===== src/hdl/rphc_pkg.sv =====
// Shared types and constants for the reflow profile heater controller.
// No dependencies; used by every module under hdl/ except rphc_div.
package rphc_pkg;

    localparam int MAX_POINTS_DEF = 16;

    localparam int TIME_W      = 32;   // millisecond times
    localparam int TEMP_W      = 14;   // signed Q10.4 temperature
    localparam int PTEMP_W     = 13;   // unsigned Q9.4 profile temperature
    localparam int BAND_W      = 11;
    localparam int USED_W      = 5;
    localparam int PIDX_W      = 4;
    localparam int PHASE_OUT_W = 4;
    localparam int CNT_W       = 8;    // holds point counts up to 64 plus one
    localparam int OP_W        = 2;

    localparam int CFG_IDX_W  = 3;
    localparam int CFG_DATA_W = 32;

    localparam int IN_TDATA_W  = 96;
    localparam int OUT_TDATA_W = 24;

    // interpolation math: 14b signed temp delta times 33b signed time delta
    localparam int DIFF_W = TIME_W + 1;
    localparam int PROD_W = 47;
    localparam int QMAG_W = 45;

    localparam logic signed [TEMP_W-1:0] TEMP_MIN = -14'sd800;
    localparam logic signed [TEMP_W-1:0] TEMP_MAX = 14'sd8000;
    localparam logic [PTEMP_W-1:0]       FIXED_MAX = 13'd8000;

    localparam logic [CFG_IDX_W-1:0] CFG_FIXED_TARGET = 3'd0;
    localparam logic [CFG_IDX_W-1:0] CFG_CURVE_ENABLE = 3'd1;
    localparam logic [CFG_IDX_W-1:0] CFG_TIMEOUT      = 3'd2;
    localparam logic [CFG_IDX_W-1:0] CFG_BAND         = 3'd3;
    localparam logic [CFG_IDX_W-1:0] CFG_POINTS_USED  = 3'd4;

    localparam logic [TIME_W-1:0] RESET_TIMEOUT = 32'd60000;
    localparam logic [BAND_W-1:0] RESET_BAND    = 11'd80;
    localparam logic [USED_W-1:0] RESET_USED    = 5'd2;

    typedef enum logic [OP_W-1:0] {
        OP_SAMPLE = 2'd0,
        OP_START  = 2'd1,
        OP_STOP   = 2'd2,
        OP_WRITE  = 2'd3
    } op_t;

    typedef enum logic {
        RD_NEXT = 1'b0,   // curve entry at phase + 1
        RD_CUR  = 1'b1    // curve entry at phase
    } rd_sel_t;

    typedef enum logic [3:0] {
        S_IDLE,
        S_DISPATCH,
        S_ADV,
        S_CHK,
        S_RD1,
        S_RD2,
        S_MUL,
        S_DIVGO,
        S_DIV,
        S_TGT,
        S_RUN,
        S_OUT
    } ctl_state_t;

    typedef struct packed {
        logic    capture;
        logic    do_start;
        logic    do_stop;
        logic    do_write;
        logic    sample_pre;
        rd_sel_t rd_sel;
        logic    advance;
        logic    latch_lo;
        logic    latch_hi;
        logic    curve_end;
        logic    mul;
        logic    div_start;
        logic    set_target;
        logic    finish_run;
        logic    out_load;
    } ctl_cmd_t;

    typedef struct packed {
        op_t  op;
        logic gate;         // heating armed with positive target
        logic curve_en;
        logic curve_done;   // no point beyond the current phase
        logic div_done;
    } dp_status_t;

endpackage


===== src/hdl/reflow_profile_heater_control.sv =====
// Top level of the reflow profile heater controller (bang-bang, profile following).
// Depends on rphc_pkg, rphc_ctrl, rphc_datapath (which holds rphc_div).
//
//  channel   dir  handshake                    content
//  -------   ---  ---------------------------  -------------------------------------
//  s_axis    in   s_axis_tvalid/s_axis_tready  command beat: sample/start/stop/point
//  m_axis    out  m_axis_tvalid/m_axis_tready  status beat, one per command beat
//  cfg       in   cfg_we (no wait)             register write by index
//
// One beat is in flight at a time. Start, stop, point write and an idle
//   sample go straight to output; a sample without the curve adds the run step.
// A curve sample adds the phase advance and, unless the curve ends there, two memory
//   reads, the multiply and the 45-step shift-subtract divider of the interpolation.
// Reset clears all control state and loads the register defaults; the curve
//   table is not cleared and holds garbage until points are written.
// A stalled result sits in the output register; the next beat is accepted
//   only after it has been loaded there.
module reflow_profile_heater_control #(
    parameter int MAX_POINTS = rphc_pkg::MAX_POINTS_DEF
) (
    input  logic                             clk,
    input  logic                             rst_n,
    // command beat
    input  logic                             s_axis_tvalid,
    output logic                             s_axis_tready,
    // now_ms[31:0], measured_temp[45:32], point_index[49:46],
    // point_time_ms[81:50], point_temp[94:82], zero pad [95]
    input  logic [rphc_pkg::IN_TDATA_W-1:0]  s_axis_tdata,
    // operation[1:0]
    input  logic [rphc_pkg::OP_W-1:0]        s_axis_tuser,
    // result beat
    output logic                             m_axis_tvalid,
    input  logic                             m_axis_tready,
    // heater_on[0], heating_active[1], runaway_detected[2],
    // current_target[16:3], current_phase[20:17], zero pad [23:21]
    output logic [rphc_pkg::OUT_TDATA_W-1:0] m_axis_tdata,
    // register writes
    input  logic                             cfg_we,
    input  logic [rphc_pkg::CFG_IDX_W-1:0]   cfg_index,
    input  logic [rphc_pkg::CFG_DATA_W-1:0]  cfg_data
);

    import rphc_pkg::*;

    ctl_cmd_t   cmd;
    dp_status_t status;

    // sequencer: owns the handshakes and the output valid
    rphc_ctrl u_ctrl (
        .clk       (clk),
        .rst_n     (rst_n),
        .in_valid  (s_axis_tvalid),
        .in_ready  (s_axis_tready),
        .out_valid (m_axis_tvalid),
        .out_ready (m_axis_tready),
        .status    (status),
        .cmd       (cmd)
    );

    // registers, curve table, multiply and divide
    rphc_datapath #(
        .MAX_POINTS (MAX_POINTS)
    ) u_dp (
        .clk       (clk),
        .rst_n     (rst_n),
        .in_data   (s_axis_tdata),
        .in_kind   (s_axis_tuser),
        .cfg_we    (cfg_we),
        .cfg_index (cfg_index),
        .cfg_data  (cfg_data),
        .cmd       (cmd),
        .status    (status),
        .out_data  (m_axis_tdata)
    );

endmodule


===== src/hdl/rphc_div.sv =====
// Iterative restoring divider for unsigned magnitudes, one quotient bit per cycle.
// Standalone; instantiated by rphc_datapath.
module rphc_div #(
    parameter int NUM_W = 45,
    parameter int DEN_W = 32
) (
    input  logic             clk,
    input  logic             rst_n,
    input  logic             start,
    input  logic [NUM_W-1:0] dividend,
    input  logic [DEN_W-1:0] divisor,
    output logic             done,
    output logic [NUM_W-1:0] quotient
);

    localparam int DCNT_W = $clog2(NUM_W + 1);

    logic              busy_reg;
    logic              done_reg;
    logic [DCNT_W-1:0] cnt_reg;
    logic [NUM_W-1:0]  quo_reg;
    logic [DEN_W-1:0]  rem_reg;
    logic [DEN_W-1:0]  dvs_reg;

    logic [DEN_W:0] trial;
    logic [DEN_W:0] diff;
    logic           ge;

    assign trial = {rem_reg, quo_reg[NUM_W-1]};
    assign ge    = trial >= {1'b0, dvs_reg};
    assign diff  = trial - {1'b0, dvs_reg};

    always_ff @(posedge clk or negedge rst_n)
    begin
        if (!rst_n)
        begin
            busy_reg <= 1'b0;
            done_reg <= 1'b0;
            cnt_reg  <= '0;
        end
        else if (start)
        begin
            busy_reg <= 1'b1;
            done_reg <= 1'b0;
            cnt_reg  <= DCNT_W'(NUM_W);
        end
        else if (busy_reg)
        begin
            cnt_reg <= cnt_reg - 1'b1;
            if (cnt_reg == DCNT_W'(1))
            begin
                busy_reg <= 1'b0;
                done_reg <= 1'b1;
            end
        end
    end

    always_ff @(posedge clk)
    begin
        if (start)
        begin
            quo_reg <= dividend;
            rem_reg <= '0;
            dvs_reg <= divisor;
        end
        else if (busy_reg)
        begin
            rem_reg <= ge ? diff[DEN_W-1:0] : trial[DEN_W-1:0];
            quo_reg <= {quo_reg[NUM_W-2:0], ge};
        end
    end

    assign done     = done_reg;
    assign quotient = quo_reg;

endmodule


===== src/hdl/rphc_datapath.sv =====
// Datapath: config and control registers, curve point memory, interpolation math.
// Depends on rphc_pkg and rphc_div.
module rphc_datapath #(
    parameter int MAX_POINTS = rphc_pkg::MAX_POINTS_DEF
) (
    input  logic                              clk,
    input  logic                              rst_n,
    input  logic [rphc_pkg::IN_TDATA_W-1:0]   in_data,
    input  logic [rphc_pkg::OP_W-1:0]         in_kind,
    input  logic                              cfg_we,
    input  logic [rphc_pkg::CFG_IDX_W-1:0]    cfg_index,
    input  logic [rphc_pkg::CFG_DATA_W-1:0]   cfg_data,
    input  rphc_pkg::ctl_cmd_t                cmd,
    output rphc_pkg::dp_status_t              status,
    output logic [rphc_pkg::OUT_TDATA_W-1:0]  out_data
);

    import rphc_pkg::*;

    localparam int PHASE_W = (MAX_POINTS > 2) ? $clog2(MAX_POINTS) : 1;
    localparam int WIDX_W  = PHASE_W + PIDX_W;
    localparam int PWID_W  = PHASE_W + PHASE_OUT_W;
    localparam int CMP_W   = TEMP_W + 2;
    localparam logic signed [PROD_W-1:0] SUM_MIN = PROD_W'(TEMP_MIN);
    localparam logic signed [PROD_W-1:0] SUM_MAX = PROD_W'(TEMP_MAX);

    typedef struct packed {
        logic [TIME_W-1:0]  t;
        logic [PTEMP_W-1:0] p;
    } curve_pt_t;

    // config
    logic [PTEMP_W-1:0] fixed_target_reg;
    logic               curve_en_reg;
    logic [TIME_W-1:0]  timeout_reg;
    logic [BAND_W-1:0]  band_reg;
    logic [USED_W-1:0]  used_reg;

    // controller state
    logic                     heating_reg;
    logic                     runaway_reg;
    logic                     heater_reg;
    logic signed [TEMP_W-1:0] target_reg;
    logic [PHASE_W-1:0]       phase_reg;
    logic [TIME_W-1:0]        start_reg;
    logic [TIME_W-1:0]        inband_reg;
    logic signed [TEMP_W-1:0] prev_reg;

    // captured beat
    op_t                      op_reg;
    logic [TIME_W-1:0]        now_reg;
    logic signed [TEMP_W-1:0] meas_reg;
    logic [PIDX_W-1:0]        pidx_reg;
    logic [TIME_W-1:0]        ptime_reg;
    logic [PTEMP_W-1:0]       ptemp_reg;

    // curve memory and operands
    curve_pt_t                mem [MAX_POINTS];
    curve_pt_t                rd_data_reg;
    logic [PHASE_W-1:0]       rd_addr;
    logic [TIME_W-1:0]        t1_reg;
    logic [TIME_W-1:0]        t2_reg;
    logic [PTEMP_W-1:0]       p1_reg;
    logic [PTEMP_W-1:0]       p2_reg;
    logic signed [PROD_W-1:0] prod_reg;
    logic signed [DIFF_W-1:0] den_reg;
    logic [QMAG_W-1:0]        out_q;
    logic                     div_done;
    logic [OUT_TDATA_W-1:0]   out_data_reg;

    logic [TIME_W-1:0]        runtime;
    logic [CNT_W-1:0]         used_ext;
    logic [CNT_W-1:0]         used_eff;
    logic [CNT_W-1:0]         next_ext;
    logic                     has_next;
    logic                     adv_ok;
    logic                     timed_out;
    logic [WIDX_W-1:0]        pidx_wide;
    logic                     wr_ok;
    logic [PWID_W-1:0]        phase_wide;

    logic signed [TEMP_W-1:0] dtemp;
    logic signed [DIFF_W-1:0] dtime;
    logic signed [DIFF_W-1:0] dden;
    logic signed [PROD_W-1:0] prod;
    logic signed [PROD_W-1:0] num_abs;
    logic signed [DIFF_W-1:0] den_abs;
    logic                     q_neg;
    logic signed [PROD_W-1:0] q_pos;
    logic signed [PROD_W-1:0] q_sgn;
    logic signed [PROD_W-1:0] sum;
    logic signed [TEMP_W-1:0] interp;
    logic signed [TEMP_W-1:0] start_target;

    logic signed [CMP_W-1:0]  prev_ext;
    logic signed [CMP_W-1:0]  meas_ext;
    logic signed [CMP_W-1:0]  band_ext;
    logic                     inband;

    // --- phase bookkeeping ---
    assign runtime  = now_reg - start_reg;
    assign used_ext = CNT_W'(used_reg);
    assign used_eff = (used_ext > CNT_W'(MAX_POINTS)) ? CNT_W'(MAX_POINTS) : used_ext;
    assign next_ext = CNT_W'(phase_reg) + 1'b1;
    assign has_next = next_ext < used_eff;
    assign adv_ok   = has_next && (runtime >= rd_data_reg.t);
    assign rd_addr  = (cmd.rd_sel == RD_CUR) ? phase_reg : phase_reg + 1'b1;

    assign timed_out = (now_reg - inband_reg) >= timeout_reg;

    assign pidx_wide = WIDX_W'(pidx_reg);
    assign wr_ok     = pidx_wide < WIDX_W'(MAX_POINTS);

    // --- interpolation ---
    assign dtemp = $signed({1'b0, p2_reg}) - $signed({1'b0, p1_reg});
    assign dtime = $signed({1'b0, runtime}) - $signed({1'b0, t1_reg});
    assign dden  = $signed({1'b0, t2_reg}) - $signed({1'b0, t1_reg});
    assign prod  = PROD_W'(dtemp) * PROD_W'(dtime);

    assign num_abs = prod_reg[PROD_W-1] ? -prod_reg : prod_reg;
    assign den_abs = den_reg[DIFF_W-1] ? -den_reg : den_reg;
    assign q_neg   = prod_reg[PROD_W-1] ^ den_reg[DIFF_W-1];
    assign q_pos   = $signed({{(PROD_W-QMAG_W){1'b0}}, out_q});
    assign q_sgn   = q_neg ? -q_pos : q_pos;

    always_comb
    begin
        if (den_reg == '0)
            sum = $signed({{(PROD_W-PTEMP_W){1'b0}}, p2_reg});
        else
            sum = q_sgn + $signed({{(PROD_W-PTEMP_W){1'b0}}, p1_reg});
        if (sum < SUM_MIN)
            interp = TEMP_MIN;
        else if (sum > SUM_MAX)
            interp = TEMP_MAX;
        else
            interp = sum[TEMP_W-1:0];
    end

    assign start_target = (fixed_target_reg > FIXED_MAX) ? TEMP_MAX
                        : $signed({1'b0, fixed_target_reg});

    // band check: prev - band <= meas <= prev + band
    assign prev_ext = CMP_W'(prev_reg);
    assign meas_ext = CMP_W'(meas_reg);
    assign band_ext = $signed({{(CMP_W-BAND_W){1'b0}}, band_reg});
    assign inband   = (prev_ext - band_ext <= meas_ext) && (meas_ext <= prev_ext + band_ext);

    rphc_div #(
        .NUM_W (QMAG_W),
        .DEN_W (TIME_W)
    ) u_div (
        .clk      (clk),
        .rst_n    (rst_n),
        .start    (cmd.div_start),
        .dividend (num_abs[QMAG_W-1:0]),
        .divisor  (den_abs[TIME_W-1:0]),
        .done     (div_done),
        .quotient (out_q)
    );

    // --- config registers ---
    always_ff @(posedge clk or negedge rst_n)
    begin
        if (!rst_n)
        begin
            fixed_target_reg <= '0;
            curve_en_reg     <= 1'b0;
            timeout_reg      <= RESET_TIMEOUT;
            band_reg         <= RESET_BAND;
            used_reg         <= RESET_USED;
        end
        else if (cfg_we)
        begin
            case (cfg_index)
                CFG_FIXED_TARGET: fixed_target_reg <= cfg_data[PTEMP_W-1:0];
                CFG_CURVE_ENABLE: curve_en_reg     <= cfg_data[0];
                CFG_TIMEOUT:      timeout_reg      <= cfg_data[TIME_W-1:0];
                CFG_BAND:         band_reg         <= cfg_data[BAND_W-1:0];
                CFG_POINTS_USED:  used_reg         <= cfg_data[USED_W-1:0];
                default:          ;
            endcase
        end
    end

    // --- control state ---
    always_ff @(posedge clk or negedge rst_n)
    begin
        if (!rst_n)
        begin
            heating_reg <= 1'b0;
            runaway_reg <= 1'b0;
            heater_reg  <= 1'b0;
            target_reg  <= '0;
            phase_reg   <= '0;
            start_reg   <= '0;
            inband_reg  <= '0;
            prev_reg    <= '0;
        end
        else
        begin
            if (cmd.capture)
                heater_reg <= 1'b0;
            if (cmd.do_start)
            begin
                heating_reg <= 1'b1;
                phase_reg   <= '0;
                start_reg   <= now_reg;
                inband_reg  <= now_reg;
                target_reg  <= start_target;
            end
            if (cmd.do_stop)
                heating_reg <= 1'b0;
            if (cmd.sample_pre && timed_out)
            begin
                heating_reg <= 1'b0;
                runaway_reg <= 1'b1;
            end
            if (cmd.advance && adv_ok)
                phase_reg <= phase_reg + 1'b1;
            if (cmd.curve_end)
            begin
                target_reg  <= '0;
                heating_reg <= 1'b0;
            end
            if (cmd.set_target)
                target_reg <= interp;
            if (cmd.finish_run)
            begin
                heater_reg <= heating_reg && (meas_reg < target_reg);
                prev_reg   <= meas_reg;
                if (inband)
                    inband_reg <= now_reg;
            end
        end
    end

    // --- beat capture, operands, memory ---
    always_ff @(posedge clk)
    begin
        if (cmd.capture)
        begin
            op_reg    <= op_t'(in_kind);
            now_reg   <= in_data[31:0];
            meas_reg  <= in_data[45:32];
            pidx_reg  <= in_data[49:46];
            ptime_reg <= in_data[81:50];
            ptemp_reg <= in_data[94:82];
        end
        if (cmd.latch_lo)
        begin
            t1_reg <= rd_data_reg.t;
            p1_reg <= rd_data_reg.p;
        end
        if (cmd.latch_hi)
        begin
            t2_reg <= rd_data_reg.t;
            p2_reg <= rd_data_reg.p;
        end
        if (cmd.mul)
        begin
            prod_reg <= prod;
            den_reg  <= dden;
        end
        if (cmd.out_load)
            out_data_reg <= {3'b000, phase_wide[PHASE_OUT_W-1:0], target_reg,
                             runaway_reg, heating_reg, heater_reg};
    end

    always_ff @(posedge clk)
    begin
        if (cmd.do_write && wr_ok)
            mem[pidx_wide[PHASE_W-1:0]] <= {ptime_reg, ptemp_reg};
        rd_data_reg <= mem[rd_addr];
    end

    assign phase_wide = PWID_W'(phase_reg);

    assign status.op         = op_reg;
    assign status.gate       = heating_reg && (target_reg > 14'sd0);
    assign status.curve_en   = curve_en_reg;
    assign status.curve_done = !has_next;
    assign status.div_done   = div_done;

    assign out_data = out_data_reg;

    a_runaway_sticky: assert property (@(posedge clk) disable iff (!rst_n)
        runaway_reg |=> runaway_reg)
        else $error("runaway flag cleared without reset");

    a_target_range: assert property (@(posedge clk) disable iff (!rst_n)
        (target_reg >= TEMP_MIN) && (target_reg <= TEMP_MAX))
        else $error("target outside temperature range");

    a_heater_needs_heating: assert property (@(posedge clk) disable iff (!rst_n)
        heater_reg |-> heating_reg)
        else $error("heater on while heating disarmed");

    a_phase_in_table: assert property (@(posedge clk) disable iff (!rst_n)
        CNT_W'(phase_reg) < CNT_W'(MAX_POINTS))
        else $error("phase beyond curve table");

endmodule


===== src/hdl/rphc_ctrl.sv =====
// Sequencer for the heater controller: steps one beat through the datapath.
// Depends on rphc_pkg.
module rphc_ctrl (
    input  logic                 clk,
    input  logic                 rst_n,
    input  logic                 in_valid,
    output logic                 in_ready,
    output logic                 out_valid,
    input  logic                 out_ready,
    input  rphc_pkg::dp_status_t status,
    output rphc_pkg::ctl_cmd_t   cmd
);

    import rphc_pkg::*;

    ctl_state_t state_reg;
    ctl_state_t state_next;
    logic       out_valid_reg;
    logic       out_valid_next;

    always_ff @(posedge clk or negedge rst_n)
    begin
        if (!rst_n)
        begin
            state_reg     <= S_IDLE;
            out_valid_reg <= 1'b0;
        end
        else
        begin
            state_reg     <= state_next;
            out_valid_reg <= out_valid_next;
        end
    end

    always_comb
    begin
        state_next = state_reg;
        cmd        = '0;
        case (state_reg)
            S_IDLE:
            begin
                if (in_valid)
                begin
                    cmd.capture = 1'b1;
                    state_next  = S_DISPATCH;
                end
            end
            S_DISPATCH:
            begin
                state_next = S_OUT;
                case (status.op)
                    OP_START: cmd.do_start = 1'b1;
                    OP_STOP:  cmd.do_stop  = 1'b1;
                    OP_WRITE: cmd.do_write = 1'b1;
                    OP_SAMPLE:
                    begin
                        if (status.gate)
                        begin
                            cmd.sample_pre = 1'b1;
                            if (status.curve_en)
                            begin
                                cmd.rd_sel = RD_NEXT;
                                state_next = S_ADV;
                            end
                            else
                                state_next = S_RUN;
                        end
                    end
                    default: ;
                endcase
            end
            S_ADV:
            begin
                cmd.advance = 1'b1;
                state_next  = S_CHK;
            end
            S_CHK:
            begin
                if (status.curve_done)
                begin
                    cmd.curve_end = 1'b1;
                    state_next    = S_OUT;
                end
                else
                begin
                    cmd.rd_sel = RD_CUR;
                    state_next = S_RD1;
                end
            end
            S_RD1:
            begin
                cmd.latch_lo = 1'b1;
                cmd.rd_sel   = RD_NEXT;
                state_next   = S_RD2;
            end
            S_RD2:
            begin
                cmd.latch_hi = 1'b1;
                state_next   = S_MUL;
            end
            S_MUL:
            begin
                cmd.mul    = 1'b1;
                state_next = S_DIVGO;
            end
            S_DIVGO:
            begin
                cmd.div_start = 1'b1;
                state_next    = S_DIV;
            end
            S_DIV:
            begin
                if (status.div_done)
                    state_next = S_TGT;
            end
            S_TGT:
            begin
                cmd.set_target = 1'b1;
                state_next     = S_RUN;
            end
            S_RUN:
            begin
                cmd.finish_run = 1'b1;
                state_next     = S_OUT;
            end
            S_OUT:
            begin
                if (!out_valid_reg || out_ready)
                begin
                    cmd.out_load = 1'b1;
                    state_next   = S_IDLE;
                end
            end
            default: state_next = S_IDLE;
        endcase
    end

    always_comb
    begin
        if (cmd.out_load)
            out_valid_next = 1'b1;
        else if (out_ready)
            out_valid_next = 1'b0;
        else
            out_valid_next = out_valid_reg;
    end

    assign in_ready  = (state_reg == S_IDLE);
    assign out_valid = out_valid_reg;

    a_one_at_a_time: assert property (@(posedge clk) disable iff (!rst_n)
        (in_valid && in_ready) |=> !in_ready)
        else $error("second beat taken while one is in flight");

endmodule


===== config.mk =====
export PLATFORM = sky130hd
export DESIGN_NAME = reflow_profile_heater_control
export DESIGN_NICKNAME = d
export VERILOG_FILES = /design/src/hdl/rphc_pkg.sv /design/src/hdl/reflow_profile_heater_control.sv /design/src/hdl/rphc_div.sv /design/src/hdl/rphc_datapath.sv /design/src/hdl/rphc_ctrl.sv
export SDC_FILE = /design/constraint.sdc
export NUM_CORES = 2
export LEC_CHECK = 0
export BUFFER_PORTS_ARGS = -buffer_cell sky130_fd_sc_hd__buf_2
export CAP_MARGIN = 20
export CORE_ASPECT_RATIO = 1.25
export CORE_MARGIN = 2
export CORE_UTILIZATION = 35
export CTS_CLUSTER_SIZE = 30
export DETAILED_ROUTE_END_ITERATION = 10
export SLEW_MARGIN = 5
export SYNTH_ARGS = -nofsm -noshare
export SYNTH_HDL_FRONTEND = slang
export SYNTH_SLANG_ARGS = --single-unit

===== constraint.sdc =====
create_clock -name clk -period 20.3 [get_ports clk]
set_input_delay 4.06 -clock clk [delete_from_list [all_inputs] [get_ports clk]]
set_output_delay 4.06 -clock clk [all_outputs]
set_load 0.05 [all_outputs]

Yosys cells after proc, flatten, opt, wreduce, memory -nomap -nowiden
Memories as Yosys holds them, arrays and structs flattened. A register that Yosys moved wholly into a read port is not among the register bits.
Cells that the tools add are included.
{"block": "word_totals", "ff_bits": 571, "out_inout_bits": 26, "n_memories": 1, "wordCells": 181, "ramBits": 720}
{"name": "u_dp.mem", "words": 16, "width": 45, "rd": 1, "rd_clocked_by_memory_dff": 1, "wr": 1, "line": "rphc_datapath.sv:58", "text": "curve_pt_t mem [MAX_POINTS];"}
{"block": "classes", "mul": 1, "eq_ne": 22, "muxes": 67, "addsub": 15, "n_bitwise": 1, "magnitude_cmp": 13, "n_reduce_logical": 27}
{"op": "32-bit 2-to-1 mux", "count": 5}
{"op": "45-bit 2-to-1 mux", "count": 3}
{"op": "32-bit subtractor", "count": 3}
{"op": "47-bit 2-to-1 mux", "count": 2}
{"op": "14-bit 2-to-1 mux", "count": 5}
{"op": "32-bit by 32-bit subtractor with 33-bit output", "count": 2}
{"op": "32-bit greater-or-equal comparator", "count": 2}
{"op": "4-bit case mux with 12 select lines", "count": 1}
{"op": "47-bit by 14-bit adder with 47-bit output", "count": 1}
{"op": "47-bit by 14-bit greater-than comparator with 1-bit output (second input constant)", "count": 1}
{"op": "47-bit by 11-bit less-than comparator with 1-bit output (second input constant)", "count": 1}
{"op": "14-bit by 33-bit multiplier with 47-bit output", "count": 1}
{"op": "45-bit negation with 47-bit output", "count": 1}
{"op": "45-bit negation", "count": 1}
{"op": "4-bit 2-to-1 mux", "count": 11}
{"op": "33-bit by 32-bit greater-or-equal comparator with 1-bit output", "count": 1}
{"op": "33-bit logical NOT", "count": 1}
{"op": "1-bit 2-to-1 mux", "count": 33}
{"op": "32-bit negation", "count": 1}
{"op": "4-bit by 3-bit == test with 1-bit output (second input constant)", "count": 4}
{"op": "4-bit == test (second input constant)", "count": 4}
{"op": "14-bit by 12-bit adder with 15-bit output", "count": 1}
{"op": "14-bit by 15-bit <= comparator with 1-bit output", "count": 1}
{"op": "15-bit by 14-bit <= comparator with 1-bit output", "count": 1}
{"op": "38 further kinds", "count": 59}

Logic depth before layout (Yosys ltp)
{"block": "depth", "ltp_word": 9, "mapped_depth": 52, "mapped_depth_nobuf": 51}

Cells and area by module
From an unflattened synthesis, not the netlist that was laid out.
{"block": "unflattened", "cells_unflattened": 6421, "hier_area_um2": 79900.4}
{"module": "rphc_datapath", "cells_per_inst": 5747, "instances": 1, "seq_area_each_um2": 35181.2, "area_per_inst_um2": 72833.6}
{"module": "rphc_div", "cells_per_inst": 608, "instances": 1, "seq_area_each_um2": 3153.0, "area_per_inst_um2": 6561.3}
{"module": "rphc_ctrl", "cells_per_inst": 66, "instances": 1, "seq_area_each_um2": 125.1, "area_per_inst_um2": 505.5}

Least setup slack after synthesis
Ideal clock, no wire load.
{"block": "synth_path", "path_type": "register -> register", "from": "register u_dp.now_reg[0]", "to": "register u_dp.prod_reg[46] (data pin)", "path_stages_with_launch": 51, "synth_period_minus_slack_ps": 11206, "arrival_ps": 10938, "setup_slack_ps": 9094, "path_buffers": 0, "path_cell_list": "edfxtp_1 inv_1 ha_1 inv_1 fa_1 a21o_1 a21oi_1 o21ai_0 a31o_2 nand2_1 a21oi_1 o21a_1 nor2_1 o21ai_0 a21oi_1 o21bai_1 a21oi_1 xnor2_1 [15 not listed] fa_1 fa_1 inv_1 fa_1 inv_1 ha_1 a21o_1 a21o_1 a21oi_1 inv_1 a21oi_1 o31ai_1 o41ai_1 a31oi_1 a21o_1 a41o_1 o41ai_1 xnor2_1"}
{"block": "synth_between", "elab_chain_len": 3}
{"element": "start, declared", "line": "rphc_datapath.sv:51", "text": "logic [TIME_W-1:0] now_reg;"}
{"element": "start signal, assigned", "line": "rphc_datapath.sv:244", "text": "now_reg <= in_data[31:0];"}
{"element": "32-bit subtractor", "line": "rphc_datapath.sv:101", "text": "assign runtime = now_reg - start_reg;"}
{"element": "32-bit by 32-bit subtractor with 33-bit output", "line": "rphc_datapath.sv:116", "text": "assign dtime = $signed({1'b0, runtime}) - $signed({1'b0, t1_reg});"}
{"element": "14-bit by 33-bit multiplier with 47-bit output", "line": "rphc_datapath.sv:118", "text": "assign prod = PROD_W'(dtemp) * PROD_W'(dtime);"}
{"element": "via u_dp.prod[46]", "line": "rphc_datapath.sv:85", "text": "logic signed [PROD_W-1:0] prod;"}
{"element": "end signal, assigned", "line": "rphc_datapath.sv:262", "text": "prod_reg <= prod;"}
{"element": "end, declared", "line": "rphc_datapath.sv:65", "text": "logic signed [PROD_W-1:0] prod_reg;"}
The timed path passes the listed nets, and every way through them passes these cells.
A chain may end at the register's enable or synchronous reset.

Worst setup path in the final report
Same ends and word-level chain as after synthesis.

==> impl_metrics.toml <==
[logic_synthesis]
synth_compound_area_frac = 0.0802
yosys.area_share.simple = 0.0951
synth_adder_area_share = 0.175
syn-mean-instance-area_um2 = 12.3
synth_cells = 6493
synth_top_family_by_area = "adder cells"
synth_edf_count = 1084
yosys_register_bits = 1335
syn_area_mm2 = 0.0801
async_flop_share = 0.130
ys_types = 102
synth_ff_type = "edfxtp_1"
synth_xor_xnor_area_share = 0.0405
synthMuxAreaShare = 0.0826
seq_area_frac_synth = 0.480
yosys_warnings = 0

[cells_and_area]
fin_util = 0.394
largest_reg_flops = 720
drive_gt1_frac = 0.134
areaGrowthSynthToFinish_pct = 12.0
finalNetCount = 7679
layout.cells.non_filler = 9775
design_area_mm2 = 0.0897

[timing]
rsz0062_at_grt = "no"
period_needed_ns = 13.60
report.final.slew_viol_count = 0
max_freq_mhz = 73.6
finalSetupViolCount = 0
tightest_slew_ns = 1.20
tns_ns = 0
finClkSkew_ns = 0.0559
finalHoldViolCount = 0
finalCritPeriodShare = 0.670
relSlewSlack = 0.195

[grt]
grt_max_degree = 109
grt_pass1_vias = 52731
antenna_found_initial = 7
grtUsageTotal = 0.175
grt_pass1_wl_um = 312000
overflow = 0

[setup_path]
required_ns = 20.79
cpPeakStageDelay_ns = 0.67
worst-path-max-fanout = 7
reg2reg_depth = 50
cp_slowest_cell = "xor2_1"
cp-start-kind = "flop"
crit_type = "flop to flop"
worstSetupEndpointType = "flop"
arrival_ns = 14.09

[floorplan]
core.rowCount = 196
dieArea_mm2 = 0.233
initial_core_util = 0.351
num_io_pins = 164
die_w_um = 432
core_mm2 = 0.228
die_h_um = 539

[cts]
numCtsBuffers = 145
clk_pin_slew_ns = 0.06
clk_latency_ns = 0.80
cts_tree = "built"
cts_resized = 0
cts-hold-fix-buffers = 0
clkSinkCount = 1335
cts_setup_buffers = 0
htree_levels = 4
cts_buffer_depth = 3
cts_root_buffer = "clkbuf_16"

[run]
maxCapViolCount = 0

[routing]
wire_per_inst_um = 20.9
vias = 50923
dr.pass1.iters = 5
dr.first_iter.drc_count = 3873
drt_wl_total_um = 205000
drc = 0
ant_nets = 0
via_per_inst = 5.21

[placement]
place_area_mm2 = 0.0847
dp_cells = 9502
place.gp.congestion = 0.898
hpwl_um = 145000
numPortBuffers = 159

[run_status]
outcome = "completed"

[worst_hold_path]
holdPathStages = 0
worstHoldPathType = "flop to flop"
## metrics by stage
| stage | hold WS, ns | setup slack [ns] |
|---|---|---|
| global placement | 0.437 | 6.96 |
| CTS | 0.456 | 6.68 |
| global route | 0.474 | 5.73 |
| detailed placement | 0.446 | 6.78 |
| finish | 0.447 | 6.70 |
| floorplan | 0.404 | 9.09 |
## synthesized netlist by cell type (47+ instances only)
cell type | instances | area share
a21o_1 | 99 | 0.0093
a21oi_1 | 212 | 0.013
and2_1 | 50 | 0.0039
clkbuf_1 | 166 | 0.0078
dfrtp_1 | 164 | 0.051
dfxtp_1 | 77 | 0.019
edfxtp_1 | 1084 | 0.41
fa_1 | 433 | 0.11
ha_1 | 427 | 0.067
inv_1 | 766 | 0.036
mux2_2 | 106 | 0.015
mux4_2 | 225 | 0.063
nand2_1 | 524 | 0.025
nand2b_1 | 74 | 0.0058
nand3_1 | 76 | 0.0048
nor2_1 | 448 | 0.021
nor2b_1 | 47 | 0.0037
nor3_1 | 97 | 0.0061
o21a_1 | 52 | 0.0049
o21ai_0 | 272 | 0.017
xnor2_1 | 233 | 0.025
xor2_1 | 137 | 0.015
## worst max-delay path, delay by kind of cell (launching register included)
kind                       cells  cell delay, ns
DFF                            1            0.45
xor gates and xnor gates       3            1.16
buffers and inverters          7            0.47
and+or+nand+nor                6            1.03
adders and majority gates     10            4.45
AOI/OAI and AO/OA             24            5.74
## kinds of logic after synthesis
kind of cell	after synthesis
other	1
and+or+nand+nor	1594
adders and majority gates	860
muxes	366
DFF	1335
AOI/OAI and AO/OA	990
buffers and inverters	977
xor gates and xnor gates	370
## cells in the final DEF (no fill, tap or decap), types with 212 or more instances in the layout
cell type,synthesis,layout
a21oi_1,212,212
edfxtp_1,1084,1084
fa_1,433,433
ha_1,427,427
inv_1,766,765
mux4_2,225,225
nand2_1,524,523
nor2_1,448,430
o21ai_0,272,271
xnor2_1,233,226
## layer usage
layer / part of all wire / GRT usage / up-vias
met3: 0.047 / 0.0232 / 359
met1: 0.41 / 0.218 / 25776
met4: 0.042 / 0.0758 / 0
met5: 0 / 0 / -
li1: - / - / 23436
met2: 0.50 / 0.303 / 1352
## layout make-up
class / instances / area (µm²)
clock inverters: 85 / 993
multi-input cells: 4183 / 38200
repair buffers: 248 / 1500
fillers: 21288 / 138000
flip-flops and latches: 1335 / 38500
inverters: 768 / 2880
clock buffers: 182 / 3880
diodes: 4 / 10.0
well taps: 2970 / 3720
## worst paths after layout
| kind | from | to | slack [ns] |
|---|---|---|---|
| max | u_dp.now_reg[0] | u_dp.prod_reg[46] | 6.70 |
| min | u_dp.rd_data_reg[35] | u_dp.t2_reg[22] | 0.45 |
| max reg2reg | u_dp.now_reg[0] | u_dp.prod_reg[46] | 6.70 |
| min reg2reg | u_dp.rd_data_reg[35] | u_dp.t2_reg[22] | 0.45 |
| max in group asynchronous | rst_n | u_dp.prev_reg[12] | 15.42 |
| min in group asynchronous | rst_n | u_dp.timeout_reg[25] | 3.40 |
Power is left out: the tool's default activity adds up to more than one toggle a clock period on the data nets, which glitch-free logic cannot reach.
